### config.mk
export PLATFORM = sky130hd
export DESIGN_NAME = spi_master_shift_unit
export DESIGN_NICKNAME = d
export VERILOG_FILES = /design/src/sv/spims_pkg.sv /design/src/sv/spi_master_shift_unit.sv /design/src/sv/spims_front.sv /design/src/sv/spims_queue.sv /design/src/sv/spims_back.sv
export SDC_FILE = /design/constraint.sdc
export NUM_CORES = 1
export LEC_CHECK = 0
export BUFFER_PORTS_ARGS = -buffer_cell sky130_fd_sc_hd__buf_2
export CAP_MARGIN = 0
export CORE_MARGIN = 10
export CORE_UTILIZATION = 35
export DETAILED_ROUTE_END_ITERATION = 6
export SLEW_MARGIN = 20
export SYNTH_ARGS = -nofsm -noshare
export SYNTH_HDL_FRONTEND = slang
export SYNTH_HIERARCHICAL = 1
export SYNTH_SLANG_ARGS = --single-unit
### constraint.sdc
create_clock -name clk -period 4.17 [get_ports clk]
set_input_delay 0.417 -clock clk [delete_from_list [all_inputs] [get_ports clk]]
set_output_delay 0.417 -clock clk [all_outputs]
set_load 0.1 [all_outputs]
### src/sv/spims_pkg.sv
// Shared types and constants of the SPI master shift unit.
// No dependencies; imported by every module of the block.
package spims_pkg;

    localparam int DATA_BITS = 8;
    localparam int DIV_WIDTH = 13;
    localparam int EDGE_W    = $clog2(2 * DATA_BITS + 1);
    localparam logic [EDGE_W-1:0] LAST_EDGE = EDGE_W'(2 * DATA_BITS);
    localparam int QDEPTH    = 2;
    localparam int QPTR_W    = $clog2(QDEPTH);
    localparam int QCNT_W    = $clog2(QDEPTH + 1);

    typedef enum logic [1:0] {
        KIND_TICK      = 2'd0,
        KIND_WRITE     = 2'd1,
        KIND_READ      = 2'd2,
        KIND_CLEAR_OVF = 2'd3
    } kind_t;

    typedef enum logic [1:0] {
        REG_BAUD   = 2'd0,
        REG_MODE   = 2'd1,
        REG_ENABLE = 2'd2
    } reg_idx_t;

    typedef struct packed {
        kind_t                kind;
        logic [DATA_BITS-1:0] tx_byte;
        logic                 miso;
    } item_t;

    typedef struct packed {
        logic  valid;
        item_t item;
    } push_t;

    typedef struct packed {
        logic        we;
        reg_idx_t    idx;
        logic [31:0] data;
    } cfg_wr_t;

    typedef struct packed {
        logic [DIV_WIDTH-1:0] baud;
        logic [1:0]           mode;
        logic                 enable;
    } cfg_regs_t;

    typedef struct packed {
        logic       mosi;
        logic       sck;
        logic       busy;
        logic       ovf;
        logic       rx_full;
        logic       tx_full;
        logic [7:0] read_data;
    } result_t;

endpackage

### src/sv/spi_master_shift_unit.sv
// SPI master shift unit, 8 bits MSB first, all four CPOL/CPHA modes. Every
// input word (a tick, a transmit write, a receive read or an overflow clear)
// produces exactly one result word with the flags and line levels after it.
// One word is taken per clock while results are being drained; a result
// passes the front register, the queue and the output register, and the
// output register is what paces the block when the downstream side stalls.
// Registers are to be written over APB only while idle; the block does not enforce it.
module spi_master_shift_unit
    import spims_pkg::*;
(
    input  logic        clk,
    input  logic        rst_n,
    input  logic        s_tvalid,
    output logic        s_tready,
    input  logic [15:0] s_tdata,   // [7:0] tx_byte, [8] miso_in, [15:9] zero
    input  logic [1:0]  s_tuser,   // [1:0] kind
    output logic        m_tvalid,
    input  logic        m_tready,
    output logic [15:0] m_tdata,   // [7:0] read_data, [8] tx_buffer_full,
                                   // [9] rx_buffer_full, [10] overflow,
                                   // [11] shifter_busy, [12] sck_out,
                                   // [13] mosi_out, [15:14] zero
    input  logic        psel,
    input  logic        penable,
    input  logic        pwrite,
    input  logic [3:0]  paddr,
    input  logic [31:0] pwdata,
    output logic [31:0] prdata,
    output logic        pready
);

    push_t     push;
    logic      q_ready;
    logic      q_valid;
    item_t     q_item;
    logic      pop;
    cfg_wr_t   cfg;
    cfg_regs_t regs;

    assign pready   = 1'b1;
    assign cfg.we   = psel && penable && pwrite && pready;
    assign cfg.idx  = reg_idx_t'(paddr[3:2]);
    assign cfg.data = pwdata;

    always_comb
    begin
        case (reg_idx_t'(paddr[3:2]))
            REG_BAUD:   prdata = {{(32 - DIV_WIDTH){1'b0}}, regs.baud};
            REG_MODE:   prdata = {30'd0, regs.mode};
            REG_ENABLE: prdata = {31'd0, regs.enable};
            default:    prdata = '0;
        endcase
    end

    spims_front u_front (
        .clk      (clk),
        .rst_n    (rst_n),
        .s_tvalid (s_tvalid),
        .s_tready (s_tready),
        .s_tdata  (s_tdata),
        .s_tuser  (s_tuser),
        .q_ready  (q_ready),
        .push     (push)
    );

    spims_queue u_queue (
        .clk       (clk),
        .rst_n     (rst_n),
        .push      (push),
        .in_ready  (q_ready),
        .out_valid (q_valid),
        .out_item  (q_item),
        .pop       (pop)
    );

    spims_back u_back (
        .clk      (clk),
        .rst_n    (rst_n),
        .cfg      (cfg),
        .regs     (regs),
        .q_valid  (q_valid),
        .q_item   (q_item),
        .pop      (pop),
        .m_tvalid (m_tvalid),
        .m_tready (m_tready),
        .m_tdata  (m_tdata)
    );

endmodule

### src/sv/spims_front.sv
// Front stage: accepts input words, decodes the item kind and registers it.
// Depends on spims_pkg; feeds spims_queue.
module spims_front
    import spims_pkg::*;
(
    input  logic        clk,
    input  logic        rst_n,
    input  logic        s_tvalid,
    output logic        s_tready,
    input  logic [15:0] s_tdata,
    input  logic [1:0]  s_tuser,
    input  logic        q_ready,
    output push_t       push
);

    logic  valid_reg;
    logic  valid_next;
    item_t item_reg;
    item_t item_next;

    assign s_tready = !valid_reg || q_ready;

    always_comb
    begin
        valid_next = (s_tvalid && s_tready) || (valid_reg && !q_ready);
        item_next  = item_reg;
        if (s_tvalid && s_tready)
        begin
            item_next.kind    = kind_t'(s_tuser);
            // Payload bits only matter for the kinds that use them.
            item_next.tx_byte = (kind_t'(s_tuser) == KIND_WRITE) ? s_tdata[DATA_BITS-1:0]
                                                                : '0;
            item_next.miso    = (kind_t'(s_tuser) == KIND_TICK) ? s_tdata[DATA_BITS] : 1'b0;
        end
    end

    always_ff @(posedge clk or negedge rst_n)
    begin
        if (!rst_n)
        begin
            valid_reg <= 1'b0;
        end
        else
        begin
            valid_reg <= valid_next;
        end
    end

    always_ff @(posedge clk)
    begin
        item_reg <= item_next;
    end

    assign push.valid = valid_reg;
    assign push.item  = item_reg;

endmodule

### src/sv/spims_queue.sv
// Short register queue between the front stage and the shift engine.
// Depends on spims_pkg.
module spims_queue
    import spims_pkg::*;
(
    input  logic  clk,
    input  logic  rst_n,
    input  push_t push,
    output logic  in_ready,
    output logic  out_valid,
    output item_t out_item,
    input  logic  pop
);

    item_t             entry_reg [QDEPTH];
    logic [QPTR_W-1:0] wr_ptr_reg;
    logic [QPTR_W-1:0] wr_ptr_next;
    logic [QPTR_W-1:0] rd_ptr_reg;
    logic [QPTR_W-1:0] rd_ptr_next;
    logic [QCNT_W-1:0] count_reg;
    logic [QCNT_W-1:0] count_next;
    logic              do_push;
    logic              do_pop;

    assign in_ready  = (count_reg != QCNT_W'(QDEPTH));
    assign out_valid = (count_reg != '0);
    assign out_item  = entry_reg[rd_ptr_reg];
    assign do_push   = push.valid && in_ready;
    assign do_pop    = pop && out_valid;

    always_comb
    begin
        wr_ptr_next = do_push ? QPTR_W'(wr_ptr_reg + 1'b1) : wr_ptr_reg;
        rd_ptr_next = do_pop  ? QPTR_W'(rd_ptr_reg + 1'b1) : rd_ptr_reg;
        count_next  = count_reg;
        priority if (do_push && !do_pop)
        begin
            count_next = QCNT_W'(count_reg + 1'b1);
        end
        else if (do_pop && !do_push)
        begin
            count_next = QCNT_W'(count_reg - 1'b1);
        end
    end

    always_ff @(posedge clk or negedge rst_n)
    begin
        if (!rst_n)
        begin
            wr_ptr_reg <= '0;
            rd_ptr_reg <= '0;
            count_reg  <= '0;
        end
        else
        begin
            wr_ptr_reg <= wr_ptr_next;
            rd_ptr_reg <= rd_ptr_next;
            count_reg  <= count_next;
        end
    end

    always_ff @(posedge clk)
    begin
        if (do_push)
        begin
            entry_reg[wr_ptr_reg] <= push.item;
        end
    end

endmodule

### src/sv/spims_back.sv
// Shift engine: holds the configuration, the buffers and the SPI line state,
// executes one queued item per cycle while its result word is not stalled
// and registers that result. Depends on spims_pkg; fed by spims_queue.
module spims_back
    import spims_pkg::*;
(
    input  logic        clk,
    input  logic        rst_n,
    input  cfg_wr_t     cfg,
    output cfg_regs_t   regs,
    input  logic        q_valid,
    input  item_t       q_item,
    output logic        pop,
    output logic        m_tvalid,
    input  logic        m_tready,
    output logic [15:0] m_tdata
);

    logic [DIV_WIDTH-1:0] baud_reg,     baud_next;
    logic [1:0]           mode_reg,     mode_next;
    logic                 enable_reg,   enable_next;
    logic [DATA_BITS-1:0] shift_reg,    shift_next;
    logic [DATA_BITS-1:0] tx_hold_reg,  tx_hold_next;
    logic [DATA_BITS-1:0] rx_hold_reg,  rx_hold_next;
    logic                 tx_full_reg,  tx_full_next;
    logic                 rx_full_reg,  rx_full_next;
    logic                 ovf_reg,      ovf_next;
    logic                 shifting_reg, shifting_next;
    logic [EDGE_W-1:0]    edge_reg,     edge_next;
    logic [DIV_WIDTH-1:0] div_reg,      div_next;
    logic                 sck_reg,      sck_next;
    logic                 mosi_reg,     mosi_next;
    logic                 out_valid_reg, out_valid_next;
    result_t              res_reg,      res_next;
    logic [EDGE_W-1:0]    edge_inc;
    logic [DATA_BITS-1:0] read_byte;
    logic                 cpol;
    logic                 cpha;

    assign cpol = mode_reg[1];
    assign cpha = mode_reg[0];
    assign pop  = q_valid && (!out_valid_reg || m_tready);

    always_comb
    begin
        baud_next     = baud_reg;
        mode_next     = mode_reg;
        enable_next   = enable_reg;
        shift_next    = shift_reg;
        tx_hold_next  = tx_hold_reg;
        rx_hold_next  = rx_hold_reg;
        tx_full_next  = tx_full_reg;
        rx_full_next  = rx_full_reg;
        ovf_next      = ovf_reg;
        shifting_next = shifting_reg;
        edge_next     = edge_reg;
        div_next      = div_reg;
        sck_next      = sck_reg;
        mosi_next     = mosi_reg;
        edge_inc      = EDGE_W'(edge_reg + 1'b1);
        read_byte     = '0;

        if (cfg.we)
        begin
            case (cfg.idx)
                REG_BAUD:
                begin
                    baud_next = cfg.data[DIV_WIDTH-1:0];
                end
                REG_MODE:
                begin
                    mode_next = cfg.data[1:0];
                    // Mid-byte, SCK follows the new polarity and the edge parity.
                    sck_next  = shifting_reg ? (cfg.data[1] ^ edge_reg[0]) : cfg.data[1];
                end
                REG_ENABLE:
                begin
                    enable_next = cfg.data[0];
                    if (!cfg.data[0])
                    begin
                        shifting_next = 1'b0;
                        edge_next     = '0;
                        div_next      = '0;
                        sck_next      = cpol;
                    end
                end
                default:
                begin
                end
            endcase
        end
        else if (pop)
        begin
            unique case (q_item.kind)
                KIND_TICK:
                begin
                    priority if (!enable_reg)
                    begin
                        sck_next = cpol;
                    end
                    else if (!shifting_reg)
                    begin
                        sck_next = cpol;
                        if (tx_full_reg)
                        begin
                            shift_next    = tx_hold_reg;
                            tx_full_next  = 1'b0;
                            shifting_next = 1'b1;
                            edge_next     = '0;
                            div_next      = '0;
                            if (!cpha)
                            begin
                                mosi_next = tx_hold_reg[DATA_BITS-1];
                            end
                        end
                    end
                    else if (div_reg >= baud_reg)
                    begin
                        div_next = '0;
                        sck_next = ~sck_reg;
                        // An edge samples when its parity differs from CPHA.
                        if (edge_inc[0] != cpha)
                        begin
                            shift_next = {shift_reg[DATA_BITS-2:0], q_item.miso};
                        end
                        else if (edge_inc < LAST_EDGE)
                        begin
                            mosi_next = shift_reg[DATA_BITS-1];
                        end
                        if (edge_inc >= LAST_EDGE)
                        begin
                            if (rx_full_reg)
                            begin
                                ovf_next = 1'b1;
                            end
                            else
                            begin
                                rx_hold_next = shift_next;
                                rx_full_next = 1'b1;
                            end
                            shifting_next = 1'b0;
                            edge_next     = '0;
                            sck_next      = cpol;
                        end
                        else
                        begin
                            edge_next = edge_inc;
                        end
                    end
                    else
                    begin
                        div_next = DIV_WIDTH'(div_reg + 1'b1);
                    end
                end
                KIND_WRITE:
                begin
                    if (!tx_full_reg)
                    begin
                        tx_hold_next = q_item.tx_byte;
                        tx_full_next = 1'b1;
                    end
                end
                KIND_READ:
                begin
                    read_byte    = rx_hold_reg;
                    rx_full_next = 1'b0;
                end
                KIND_CLEAR_OVF:
                begin
                    ovf_next = 1'b0;
                end
            endcase
        end

        res_next.read_data = read_byte;
        res_next.tx_full   = tx_full_next;
        res_next.rx_full   = rx_full_next;
        res_next.ovf       = ovf_next;
        res_next.busy      = shifting_next;
        res_next.sck       = sck_next;
        res_next.mosi      = mosi_next;
        out_valid_next     = pop || (out_valid_reg && !m_tready);
    end

    always_ff @(posedge clk or negedge rst_n)
    begin
        if (!rst_n)
        begin
            baud_reg      <= '0;
            mode_reg      <= '0;
            enable_reg    <= 1'b0;
            shift_reg     <= '0;
            tx_hold_reg   <= '0;
            rx_hold_reg   <= '0;
            tx_full_reg   <= 1'b0;
            rx_full_reg   <= 1'b0;
            ovf_reg       <= 1'b0;
            shifting_reg  <= 1'b0;
            edge_reg      <= '0;
            div_reg       <= '0;
            sck_reg       <= 1'b0;
            mosi_reg      <= 1'b0;
            out_valid_reg <= 1'b0;
        end
        else
        begin
            baud_reg      <= baud_next;
            mode_reg      <= mode_next;
            enable_reg    <= enable_next;
            shift_reg     <= shift_next;
            tx_hold_reg   <= tx_hold_next;
            rx_hold_reg   <= rx_hold_next;
            tx_full_reg   <= tx_full_next;
            rx_full_reg   <= rx_full_next;
            ovf_reg       <= ovf_next;
            shifting_reg  <= shifting_next;
            edge_reg      <= edge_next;
            div_reg       <= div_next;
            sck_reg       <= sck_next;
            mosi_reg      <= mosi_next;
            out_valid_reg <= out_valid_next;
        end
    end

    always_ff @(posedge clk)
    begin
        if (pop)
        begin
            res_reg <= res_next;
        end
    end

    assign regs.baud   = baud_reg;
    assign regs.mode   = mode_reg;
    assign regs.enable = enable_reg;
    assign m_tvalid    = out_valid_reg;
    assign m_tdata     = {2'b00, res_reg};

endmodule

==> results of run 1 <==
## cell usage after synthesis (all sizes together) (4+ instances only)
master / instances / area (um^2)
clkbuf: 4 / 15.0
o21ai: 11 / 55.1
nor2b: 7 / 51.3
nand4: 4 / 25.0
edfxtp: 47 / 1410
mux2: 49 / 582
xor2: 4 / 35.0
o22ai: 7 / 43.8
ha: 22 / 275
or3: 4 / 25.0
nand2b: 6 / 52.6
and2: 29 / 198
o22a: 4 / 35.0
a21oi: 7 / 42.5
inv: 27 / 101
buf: 32 / 236
nor3b: 5 / 52.6
nor3: 14 / 90.1
nor2: 40 / 158
a31oi: 4 / 31.3
and3: 5 / 31.3
nand3b: 4 / 30.0
dfrtp: 70 / 1750
nand3: 9 / 45.0
xnor2: 15 / 139
a211oi: 8 / 70.1
nand2: 30 / 120
## critical path, delay by kind of cell, from the launching register on
family | cells | cell delay (ns)
AOI/OAI and AO/OA | 2 | 0.61
adders and majority gates | 1 | 0.24
buffers and inverters | 1 | 0.09
DFF | 1 | 0.65
muxes | 1 | 0.41
and+or+nand+nor | 3 | 0.89
## cell families after synthesis
kind of cell	Yosys count	share of synthesized area, %
buf+inv	63	5.89
simple gates	164	16.1
fa+ha+maj	22	4.59
flops	117	52.8
xor+xnor	19	2.90
compound gates	58	7.33
other cells	3	0.188
mux	52	10.2
## report_power, final
part / internal, mW / switching [mW] / total [mW]
logic: 0.455 / 1.08 / 1.54
clock network: 0.836 / 0.543 / 1.38
registers: 1.53 / 0.230 / 1.76
total: 2.82 / 1.85 / 4.67
## metrics by stage
step	hold slack [ns]	worst slack [ns]	power [mW]	instances
after floorplan	0.121	1.08	3.02	517
after detailed placement	0.441	0.997	3.31	764
after CTS	0.187	0.997	4.72	796
final	0.00649	1.02	4.67	796
after global placement	0.430	1.05	3.28	764
after global routing	0.0405	0.753	4.93	796
## per-layer routing
layer	wire, um	vias up
li1	-	1858
met1	5410	1822
met2	5800	120
met3	867	19
met4	240	0
met5	0	-
## worst max-delay path by stage
| stage | from | to | slack (ns) | cells past startpoint |
|---|---|---|---|---|
| 3_5_place_dp | u_queue/rd_ptr_reg$_DFFE_PN0P_ | u_back/edge_reg[3]$_DFFE_PN0P_ | 1.0 | 7 |
| 4_1_cts | u_queue/rd_ptr_reg$_DFFE_PN0P_ | u_back/edge_reg[3]$_DFFE_PN0P_ | 1.0 | 7 |
| 2_1_floorplan | u_back/enable_reg$_DFFE_PN0P_ | prdata[0] | 1.08 | 3 |
| 3_3_place_gp | u_queue/rd_ptr_reg$_DFFE_PN0P_ | u_back/edge_reg[3]$_DFFE_PN0P_ | 1.05 | 7 |
| 6_report | u_queue/rd_ptr_reg$_DFFE_PN0P_ | u_back/m_tdata[13]$_DFFE_PP_ | 1.02 | 8 |
| 5_1_grt | u_queue/rd_ptr_reg$_DFFE_PN0P_ | u_back/edge_reg[3]$_DFFE_PN0P_ | 0.75 | 7 |
## final cells by class
class	count	area, um^2	share of cell area [%]
flip-flops and latches	117	3160	45.3
repair buffers	63	323	4.62
inverters	27	101	1.45
clock buffers	18	439	6.29
well taps	220	275	3.94
clock inverters	14	130	1.86
multi-input cells	337	2550	36.5
==> impl_metrics.sql, run 1 <==
INSERT INTO impl_metrics (metric_group, metric, value, unit) VALUES
('worst_setup_path', 'end_kind', 'register', ''),
('logic_synthesis', 'synth_edf_count', '47', ''),
('worst_setup_path', 'worst_path_max_delay_cell', 'sky130_fd_sc_hd__dfrtp_1', ''),
('worst_setup_path', 'worstPathRequired', '4.33', 'ns'),
('drt', 'drt-wirelength-per-cell', '15.5', 'um'),
('sta', 'final_worst_path_period_share', '75.5', '%'),
('floorplan', 'die_area', '22800', 'um^2'),
('final_layout', 'commonest_non_fill_non_tap_cells_in_the_layout', '70 x sky130_fd_sc_hd__dfrtp_1, 60 x sky130_fd_sc_hd__buf_2, 47 x sky130_fd_sc_hd__edfxtp_1', ''),
('sta', 'post-route-min-period', '3.15', 'ns'),
('global_routing', 'globalRouteMet3Util', '4.21', '%'),
('placed_design', 'gp_congestion', '0.797', ''),
('placed_design', 'detailed_place_hpwl', '8970', 'um'),
('pwr', 'leakage', '3.08', 'nW'),
('clocking', 'clock_insertion_delay_worst_skew', '0.42', 'ns'),
('final_layout', 'fillers', '1599', ''),
('worst_setup_path', 'regToRegEndpoint', 'u_back/m_tdata[13]$_DFFE_PP_', ''),
('final_layout', 'area_growth', '16.5', '%'),
('worst_setup_path', 'worst_r2r_path_depth', '8', ''),
('pwr', 'ir_worst_vdd', '0.332', 'mV'),
('clocking', 'htree_num_levels', '4', ''),
('sta', 'setup_viol', '0', ''),
('final_layout', 'final_net_count', '646', ''),
('floorplan', 'start_util', '35.9', '%'),
('drt', 'drt_first_iter_violations', '265', ''),
('drt', 'drt_first_pass_iters', '4', ''),
('floorplan', 'die_w', '151', 'um'),
('logic_synthesis', 'syn_area_per_cell', '12.0', 'um^2'),
('logic_synthesis', 'syn-instance-count', '498', ''),
('final_layout', 'largest_reg_flops', '22', ''),
('clocking', 'clk_pin_slew', '0.06', 'ns'),
('logic_synthesis', 'top_ff_cell_synth', 'sky130_fd_sc_hd__dfrtp_1', ''),
('global_routing', 'grt_util_met2', '18.0', '%'),
('floorplan', 'chipHeight', '151', 'um'),
('clocking', 'cts_tree', 'done', ''),
('final_layout', 'final_area', '6980', 'um^2'),
('clocking', 'cts.root.buffer_cell', 'sky130_fd_sc_hd__clkbuf_16', ''),
('worst_setup_path', 'path_cells', 'mux2_2, inv_1, ha_1, nand3b_1, or3_1, nor3b_1, a221oi_1, a211oi_1', ''),
('drt', 'postRouteWirelength', '12300', 'um'),
('global_routing', 'grt_max_degree', '48', ''),
('job', 'drv_cap', '0', ''),
('final_layout', 'layout-drive-gt1-share', '30.9', '%'),
('floorplan', 'floorplan.core_area', '16700', 'um^2'),
('global_routing', 'antenna_found_initial', '0', ''),
('pwr', 'power_density', '669', 'nW/um^2'),
('run_status', 'outcome', 'finished, final reports clean', ''),
('min_path', 'worst_hold_path_type', 'input port to asynchronous set/reset pin', ''),
('final_layout', 'layout.cells.most_common', 'sky130_fd_sc_hd__dfrtp_1', ''),
('global_routing', 'grt_first_pass_wirelength', '20500', 'um'),
('logic_synthesis', 'seq_cells_post_synth', '117', ''),
('logic_synthesis', 'synthesis.area', '5990', 'um^2'),
('sta', 'count_of_pins_over_their_slew_limit', '0', ''),
('worst_setup_path', 'cp_slowest_stage_delay', '0.65', 'ns'),
('drt', 'via_count', '3819', ''),
('worst_setup_path', 'crit_fanout', '12', ''),
('worst_setup_path', 'r2r_slack', '1.02', 'ns'),
('clocking', 'postCtsSetupRepairBufs', '0', ''),
('global_routing', 'grt_remaining_overflow', '0', ''),
('floorplan', 'placement_rows', '47', ''),
('sta', 'hold_viol', '0', ''),
('drt', 'post_drt_via_cell_ratio', '4.80', ''),
('worst_setup_path', 'worst-endpoint-arrival', '3.31', 'ns'),
('clocking', 'cts_made_buffers', '17', ''),
('placed_design', 'port_buffers', '61', ''),
('clocking', 'cts.sink_count', '117', ''),
('clocking', 'post_cts.resized_instances', '0', ''),
('logic_synthesis', 'ys.warnings.count', '6', ''),
('sta', 'rsz_0062_raised_after_global_routing', 'false', ''),
('sta', 'finalSetupTns', '0', 'ns'),
('final_layout', 'fin_util', '41.8', '%'),
('logic_synthesis', 'ys_types', '67', ''),
('logic_synthesis', 'fraction_of_the_yosys_area_taken_by_sequential_cells', '52.8', '%');
Note: power is estimated with default switching activity, not from simulation.
==> run 2: changes to the inputs <==
==> constraint.sdc (replaced) <==
create_clock -name clk -period 3.24 [get_ports clk]
set_input_delay 0.324 -clock clk [delete_from_list [all_inputs] [get_ports clk]]
set_output_delay 0.324 -clock clk [all_outputs]
set_load 0.1 [all_outputs]
==> run 2 against run 1 <==
Compared with the run above: power grew 33%; hold slack gained 0.10 ns; global-route usage grew 0.086 points; clock power grew 40%; sequential power grew 26%; wire length grew 1.1%; register-to-register slack lost 0.51 ns; combinational power grew 34%; core utilization grew 0.85 points; sequential share of layout area shrank 0.91 points; setup slack lost 0.51 ns; maximum frequency grew 15%; largest cell class unchanged.
==> impl_metrics.sql, run 2 (same netlist as run 1, synthesis figures left out) <==
INSERT INTO impl_metrics (metric_group, metric, value, unit) VALUES
('run_status', 'outcome', 'finished, final reports clean', ''),
('placed_design', 'dp.cells', '774', ''),
('sta', 'worst-slew-pin-transition', '0.927', 'ns'),
('drt', 'drt-wirelength-per-cell', '15.4', 'um'),
('floorplan', 'floorplan.core_area', '16700', 'um^2'),
('sta', 'fin_hold_ws', '0.107', 'ns'),
('sta', 'count_of_pins_over_their_slew_limit', '0', ''),
('pwr', 'leakage', '3.18', 'nW'),
('final_layout', 'commonest_non_fill_non_tap_cells_in_the_layout', '70 x sky130_fd_sc_hd__dfrtp_1, 61 x sky130_fd_sc_hd__buf_2, 47 x sky130_fd_sc_hd__edfxtp_1', ''),
('sta', 'finalSetupTns', '0', 'ns'),
('floorplan', 'start_util', '35.9', '%'),
('worst_setup_path', 'path_cells', 'mux2_2, inv_1, ha_1, nand3b_1, or3_1, nor3b_1, a221oi_1, a211oi_1', ''),
('clocking', 'cts.root.buffer_cell', 'sky130_fd_sc_hd__clkbuf_16', ''),
('clocking', 'htree_num_levels', '4', ''),
('sta', 'clock.fmax', '366', 'MHz'),
('final_layout', 'multiInputGateArea', '2550', 'um^2'),
('drt', 'drtAntennaViolNets', '0', ''),
('worst_setup_path', 'end_kind', 'register', ''),
('worst_setup_path', 'worst_path_max_delay_cell', 'sky130_fd_sc_hd__dfrtp_1', ''),
('global_routing', 'first_global_vias', '3994', ''),
('floorplan', 'chipHeight', '151', 'um'),
('clocking', 'clock_buffer_depth', '2', ''),
('floorplan', 'die_area', '22800', 'um^2'),
('worst_setup_path', 'worstPathRequired', '3.43', 'ns'),
('worst_setup_path', 'cp_slowest_stage_delay', '0.42', 'ns'),
('final_layout', 'register_area', '3160', 'um^2'),
('final_layout', 'insertedDiodeCount', '0', ''),
('min_path', 'worst_hold_path_type', 'input port to register', ''),
('clocking', 'cts.sink_count', '117', ''),
('final_layout', 'fillers', '1568', ''),
('drt', 'post-route-drc-count', '0', ''),
('drt', 'drt_first_iter_violations', '169', ''),
('final_layout', 'area_growth', '18.9', '%'),
('clocking', 'cts_tree', 'done', ''),
('final_layout', 'layout.cells.most_common', 'sky130_fd_sc_hd__dfrtp_1', ''),
('drt', 'postRouteWirelength', '12500', 'um'),
('sta', 'setup_viol', '0', ''),
('floorplan', 'placement_rows', '47', ''),
('pwr', 'ir_worst_vdd', '0.443', 'mV'),
('global_routing', 'grt_remaining_overflow', '0', ''),
('pwr', 'power_density', '873', 'nW/um^2'),
('floorplan', 'die_w', '151', 'um'),
('final_layout', 'post_layout_nonfiller_instances', '807', ''),
('sta', 'final_worst_path_period_share', '84.2', '%'),
('final_layout', 'final_net_count', '657', ''),
('final_layout', 'layout-drive-gt1-share', '32.0', '%'),
('drt', 'post_drt_via_cell_ratio', '4.79', ''),
('sta', 'slew-limit-headroom', '38.0', '%'),
('clocking', 'clk_pin_slew', '0.06', 'ns'),
('global_routing', 'antenna_found_initial', '0', ''),
('clocking', 'clock_insertion_delay_worst_skew', '0.42', 'ns'),
('floorplan', 'num_io_pins', '112', ''),
('sta', 'post-route-min-period', '2.73', 'ns'),
('job', 'drv_cap', '0', ''),
('sta', 'setup_slack', '0.510', 'ns'),
('sta', 'hold_viol', '0', ''),
('final_layout', 'fin_util', '42.7', '%'),
('drt', 'via_count', '3863', ''),
('placed_design', 'gp_congestion', '0.820', ''),
('worst_setup_path', 'crit_fanout', '5', ''),
('worst_setup_path', 'worst-endpoint-arrival', '2.92', 'ns'),
('placed_design', 'detailed_place_hpwl', '9110', 'um'),
('sta', 'rsz_0062_raised_after_global_routing', 'false', ''),
('sta', 'fin_skew', '0.00740', 'ns'),
('global_routing', 'grt.total_usage', '11.5', '%'),
('placed_design', 'port_buffers', '61', ''),
('global_routing', 'grt_first_pass_wirelength', '20700', 'um'),
('worst_setup_path', 'startpoint_type', 'register', ''),
('clocking', 'cts_made_buffers', '17', ''),
('placed_design', 'dp_slack', '0.550', 'ns'),
('drt', 'drt_first_pass_iters', '5', ''),
('worst_setup_path', 'timing_worst_setup_path_type', 'register to register', ''),
('final_layout', 'largest_reg_flops', '22', ''),
('clocking', 'postCtsSetupRepairBufs', '0', ''),
('global_routing', 'grt_max_degree', '46', '');
## run 2: stage by stage
stage	power, mW	area, um^2
finish	6.22	7120
global route	6.56	7120
CTS	6.29	7120
detailed placement	4.32	6500
global placement	4.27	6500
floorplan	3.89	6060
## run 2: worst paths after layout
path	startpoint	to	slack [ns]	cells past startpoint
hold reg to reg	u_front/push[2]$_SDFFCE_PP0P_	u_queue/entry_reg[0][2]$_DFFE_PP_	0.45	0
setup reg to reg	u_queue/rd_ptr_reg$_DFFE_PN0P_	u_back/m_tdata[13]$_DFFE_PP_	0.51	8
min in group asynchronous	rst_n	u_front/valid_reg$_DFF_PN0_	0.47	2
max in group asynchronous	rst_n	u_back/baud_reg[3]$_DFFE_PN0P_	2.09	3
hold / removal	s_tvalid	u_front/valid_reg$_DFF_PN0_	0.11	2
setup / recovery	u_queue/rd_ptr_reg$_DFFE_PN0P_	u_back/m_tdata[13]$_DFFE_PP_	0.51	8
## run 2: where the power goes
part           total [mW]  internal (mW)  switching [mW]
combinational        2.07          0.622            1.45
sequential           2.22           1.97           0.251
clock                1.93           1.24           0.695
total                6.22           3.82            2.40
## run 2: final cells by class
| class | instances | share of cell area, % |
|---|---|---|
| repair buffers | 74 | 5.87 |
| clock inverters | 14 | 2.49 |
| flip-flops and latches | 117 | 44.4 |
| inverters | 27 | 1.42 |
| clock buffers | 18 | 6.16 |
| well taps | 220 | 3.86 |
| multi-input cells | 337 | 35.8 |
## run 2: routing by layer
| layer | track usage (%) | vias to the layer above | routed length [um] |
|---|---|---|---|
| li1 | - | 1880 | - |
| met1 | 13.9 | 1852 | 5480 |
| met2 | 18.0 | 105 | 5840 |
| met3 | 3.49 | 26 | 847 |
| met4 | 6.35 | 0 | 286 |
| met5 | 0 | - | 0 |
## run 2: critical path: cells and delay by family, from the launching register on
family	cells	cell delay (ns)
AO/OA/AOI/OAI	2	0.50
adder cells (fa/ha/maj)	1	0.26
buffers and inverters	1	0.08
flip-flops	1	0.42
multiplexers	1	0.38
AND/OR/NAND/NOR	3	0.86
## run 2: timing repair
item	4_1_cts	5_1_grt
resized for setup	0	0
hold buffers	1	0
endpoints found under the setup margin	0	0
endpoints found under the hold margin	25	0
==> run 3: changes to the inputs <==
--- a/config.mk
+++ b/config.mk
@@ -5,6 +5,7 @@
 export SDC_FILE = /design/constraint.sdc
 export NUM_CORES = 1
 export LEC_CHECK = 0
+export ABC_AREA = 1
 export BUFFER_PORTS_ARGS = -buffer_cell sky130_fd_sc_hd__buf_2
 export CAP_MARGIN = 0
 export CORE_MARGIN = 10
==> constraint.sdc (replaced) <==
create_clock -name clk -period 2.8 [get_ports clk]
set_input_delay 0.28 -clock clk [delete_from_list [all_inputs] [get_ports clk]]
set_output_delay 0.28 -clock clk [all_outputs]
set_load 0.1 [all_outputs]
==> run 3 against run 2 <==
Compared with the run above: wire length fell by 6.9%; cell count rose by 20%; critical path depth rose by 7; clock-buffer cell count did not move; setup slack improved by 0.012 ns; sequential power rose by 17%; synthesized area rose by 1.5%; clock power rose by 28%; core utilization fell by 0.69 points; hold slack got worse by 0.051 ns; clock skew barely moved; sequential cell count did not move; critical path type unchanged.
==> impl_metrics.sql, run 3 <==
INSERT INTO impl_metrics (metric_group, metric, value, unit) VALUES
('run_status', 'outcome', 'finished, final reports clean', ''),
('sta', 'slew-limit-headroom', '36.7', '%'),
('logic_synthesis', 'seq_cells_post_synth', '117', ''),
('sta', 'fin_hold_ws', '0.0566', 'ns'),
('floorplan', 'die_w', '152', 'um'),
('drt', 'drtAntennaViolNets', '0', ''),
('final_layout', 'area_growth', '18.5', '%'),
('final_layout', 'final_net_count', '817', ''),
('clocking', 'cts.root.buffer_cell', 'sky130_fd_sc_hd__clkbuf_16', ''),
('worst_setup_path', 'crit_fanout', '12', ''),
('final_layout', 'commonest_non_fill_non_tap_cells_in_the_layout', '148 x sky130_fd_sc_hd__nand2_1, 91 x sky130_fd_sc_hd__inv_1, 70 x sky130_fd_sc_hd__dfrtp_1', ''),
('final_layout', 'layout-drive-gt1-share', '21.7', '%'),
('logic_synthesis', 'ys_types', '41', ''),
('clocking', 'clock_insertion_delay_worst_skew', '0.42', 'ns'),
('sta', 'post-route-min-period', '2.28', 'ns'),
('placed_design', 'port_buffers', '61', ''),
('drt', 'drt_first_pass_iters', '4', ''),
('drt', 'post-route-drc-count', '0', ''),
('clocking', 'cts_made_buffers', '17', ''),
('final_layout', 'multiInputGateArea', '2340', 'um^2'),
('floorplan', 'chipHeight', '152', 'um'),
('logic_synthesis', 'synthesis.area', '6080', 'um^2'),
('worst_setup_path', 'cpLargestDelayFamily', 'simple AND/OR/NAND/NOR gates', ''),
('floorplan', 'placement_rows', '48', ''),
('logic_synthesis', 'synth_edf_count', '47', ''),
('worst_setup_path', 'cp_slowest_stage_delay', '0.37', 'ns'),
('final_layout', 'largest_reg_flops', '22', ''),
('placed_design', 'detailed_place_hpwl', '8460', 'um'),
('global_routing', 'antenna_found_initial', '0', ''),
('min_path', 'min_delay_path_depth', '3', ''),
('logic_synthesis', 'yosys.area.top_type', 'sky130_fd_sc_hd__dfrtp_1', ''),
('pwr', 'power_frac_seq', '33.9', '%'),
('logic_synthesis', 'async_set_or_reset_register_ratio_after_synthesis', '59.8', '%'),
('worst_setup_path', 'startpoint_type', 'register', ''),
('sta', 'worst-slew-pin-transition', '0.946', 'ns'),
('logic_synthesis', 'syn_area_per_cell', '9.14', 'um^2'),
('floorplan', 'num_io_pins', '112', ''),
('sta', 'fin_skew', '0.00703', 'ns'),
('logic_synthesis', 'yosysMostFrequentCell', 'sky130_fd_sc_hd__nand2_1', ''),
('pwr', 'ir_worst_vdd', '0.576', 'mV'),
('worst_setup_path', 'timing_worst_setup_path_type', 'register to register', ''),
('worst_setup_path', 'path_depth', '15', ''),
('logic_synthesis', 'netlist_top_cells_count', '148 x sky130_fd_sc_hd__nand2_1, 91 x sky130_fd_sc_hd__inv_1, 70 x sky130_fd_sc_hd__dfrtp_1', ''),
('drt', 'postRouteWirelength', '11600', 'um'),
('clocking', 'clock_buffer_depth', '2', ''),
('sta', 'clock.fmax', '439', 'MHz'),
('floorplan', 'floorplan.core_area', '17200', 'um^2'),
('placed_design', 'gp_congestion', '0.800', ''),
('worst_setup_path', 'worst_r2r_path_depth', '15', ''),
('global_routing', 'grt_first_pass_wirelength', '19900', 'um'),
('pwr', 'leakage', '3.62', 'nW'),
('final_layout', 'fillers', '1706', ''),
('sta', 'final_worst_path_period_share', '81.3', '%'),
('final_layout', 'layout.cells.most_common', 'sky130_fd_sc_hd__nand2_1', ''),
('worst_setup_path', 'crit_path_frequent_cell', 'sky130_fd_sc_hd__nand2_1', ''),
('logic_synthesis', 'syn-instance-count', '666', ''),
('worst_setup_path', 'path_cells', 'buf_4, nand2_1, nand2_1, inv_1, ha_1, nand2_1, nor2_1, nand2_1, nand2_1, nand2_4, inv_6, nand2_4, inv_4, nand2_2, o21ai_1', ''),
('sta', 'count_of_pins_over_their_slew_limit', '0', ''),
('logic_synthesis', 'fraction_of_the_yosys_area_taken_by_sequential_cells', '52.0', '%'),
('worst_setup_path', 'worst-endpoint-arrival', '2.60', 'ns'),
('min_path', 'worst_hold_path_type', 'input port to register', ''),
('final_layout', 'insertedDiodeCount', '0', ''),
('clocking', 'cts_tree', 'done', ''),
('pwr', 'power_density', '1060', 'nW/um^2'),
('floorplan', 'die_area', '23100', 'um^2'),
('global_routing', 'grt.total_usage', '10.4', '%'),
('pwr', 'switching_share', '39.4', '%'),
('pwr', 'p_clk_share', '32.2', '%'),
('drt', 'drt_first_iter_violations', '219', ''),
('global_routing', 'grt_remaining_overflow', '0', ''),
('clocking', 'cts.sink_count', '117', ''),
('clocking', 'clk_pin_slew', '0.06', 'ns'),
('floorplan', 'start_util', '35.4', '%'),
('drt', 'post_drt_via_cell_ratio', '4.29', ''),
('final_layout', 'final_area', '7210', 'um^2'),
('placed_design', 'placement.cell_area', '6520', 'um^2'),
('drt', 'drt-wirelength-per-cell', '11.9', 'um'),
('sta', 'setup_viol', '0', ''),
('pwr', 'power_report.internal_total', '4.65', 'mW'),
('final_layout', 'register_area', '3160', 'um^2'),
('sta', 'rsz_0062_raised_after_global_routing', 'false', ''),
('logic_synthesis', 'post_synth_main_area_contributors', 'sky130_fd_sc_hd__dfrtp_1 29%, sky130_fd_sc_hd__edfxtp_1 23%, sky130_fd_sc_hd__nand2_1 9.1%', ''),
('logic_synthesis', 'yosys.area.top_type_share', '28.8', '%'),
('clocking', 'htree_num_levels', '4', ''),
('logic_synthesis', 'ys.warnings.count', '6', ''),
('sta', 'finalSetupTns', '0', 'ns'),
('pwr', 'power.net_switching', '3.03', 'mW'),
('worst_setup_path', 'worst-path-buf-inv', '4', ''),
('sta', 'hold_viol', '0', ''),
('worst_setup_path', 'worstPathRequired', '3.12', 'ns'),
('logic_synthesis', 'top_ff_cell_synth', 'sky130_fd_sc_hd__dfrtp_1', ''),
('global_routing', 'first_global_vias', '4143', ''),
('global_routing', 'grt_max_degree', '43', ''),
('pwr', 'power.share.combinational', '33.9', '%'),
('worst_setup_path', 'end_kind', 'register', ''),
('job', 'drv_cap', '0', ''),
('worst_setup_path', 'worst_path_max_delay_cell', 'sky130_fd_sc_hd__dfrtp_1', ''),
('drt', 'via_count', '4171', '');
[run 3: cell types whose count changed in the layout (fill, tap and decap cells not counted), sizes merged, moves of 7 or more]
cell / delta
nand3: +13
o22ai: -7
inv: +74
nand2: +133
mux2: -41
nor2: +45
nor3: -11
buf: -7
xnor2: -11
a21oi: +26
o21ai: +35
nor2b: -7
and2: -29
[run 3: worst paths after layout]
| path | slack, ns | start | end |
|---|---|---|---|
| setup / recovery | 0.52 | u_queue/rd_ptr_reg$_DFFE_PN0P_ | u_back/edge_reg[3]$_DFFE_PN0P_ |
| hold / removal | 0.06 | s_tvalid | u_front/valid_reg$_DFF_PN0_ |
| setup reg to reg | 0.52 | u_queue/rd_ptr_reg$_DFFE_PN0P_ | u_back/edge_reg[3]$_DFFE_PN0P_ |
| hold reg to reg | 0.45 | u_front/push[4]$_SDFFCE_PP0P_ | u_queue/entry_reg[0][4]$_DFFE_PP_ |
| max in group asynchronous | 1.67 | rst_n | u_back/baud_reg[9]$_DFFE_PN0P_ |
| min in group asynchronous | 0.45 | rst_n | u_front/valid_reg$_DFF_PN0_ |
[run 3: worst reg2reg max path, stage by stage (launching register included)]
cell	delay, ns
sky130_fd_sc_hd__dfrtp_1	0.37
sky130_fd_sc_hd__buf_4	0.18
sky130_fd_sc_hd__nand2_1	0.07
sky130_fd_sc_hd__nand2_1	0.08
sky130_fd_sc_hd__inv_1	0.08
sky130_fd_sc_hd__ha_1	0.24
sky130_fd_sc_hd__nand2_1	0.09
sky130_fd_sc_hd__nor2_1	0.15
sky130_fd_sc_hd__nand2_1	0.08
sky130_fd_sc_hd__nand2_1	0.12
sky130_fd_sc_hd__nand2_4	0.12
sky130_fd_sc_hd__inv_6	0.11
sky130_fd_sc_hd__nand2_4	0.11
sky130_fd_sc_hd__inv_4	0.14
sky130_fd_sc_hd__nand2_2	0.07
sky130_fd_sc_hd__o21ai_1	0.18
[run 3: cell type report]
type	instances	area share, %
Sequential cell	117	43.9
Tap cell	225	3.91
Clock inverter	14	3.40
Clock buffer	18	5.95
Inverter	101	5.36
Multi-Input combinational cell	430	32.4
Timing Repair Buffer	67	5.07
[run 3: metrics by stage]
stage,setup WS (ns),total power [mW],utilization (%),std cells
CTS,0.549,7.75,42.0,972
detailed placement,0.615,5.25,38.0,939
global placement,0.656,5.23,38.0,939
floorplan,0.448,4.77,-,685
global route,0.320,8.15,42.0,972
finish,0.523,7.67,42.0,972
[run 3: cells by family after synthesis]
family                     count (synthesis)  synth area share (%)
and+or+nand+nor                          284                  21.0
buffers and inverters                    138                  10.8
DFF                                      117                  52.0
AOI/OAI and AO/OA                         85                  8.14
adders and majority gates                 22                  4.52
xor gates and xnor gates                   9                  1.42
muxes                                      8                  1.97
other                                      3                 0.185
[run 3: repair_timing]
action / 4_1_cts / 5_1_grt
endpoints found under the hold margin: 28 / 0
hold buffers: 1 / 0
resized for setup: 0 / 0
setup buffers: 0 / 0
[run 3: power by group through the flow]
| stage | combinational, mW | sequential, mW | clock, mW |
|---|---|---|---|
| after floorplan | 1.63 | 3.14 | 0 |
| after global placement | 2.60 | 2.63 | 0 |
| after detailed placement | 2.62 | 2.63 | 0 |
| after CTS | 2.63 | 2.61 | 2.52 |
| after global routing | 2.89 | 2.66 | 2.60 |
| final | 2.60 | 2.60 | 2.47 |
[run 3: per-layer routing]
metal	share of wire [%]	GRT usage, %	vias to the layer above
met2	44	15.3	93
met1	50	13.7	1851
li1	-	-	2215
met4	1.6	5.23	0
met5	0	0	-
met3	4.4	2.91	12
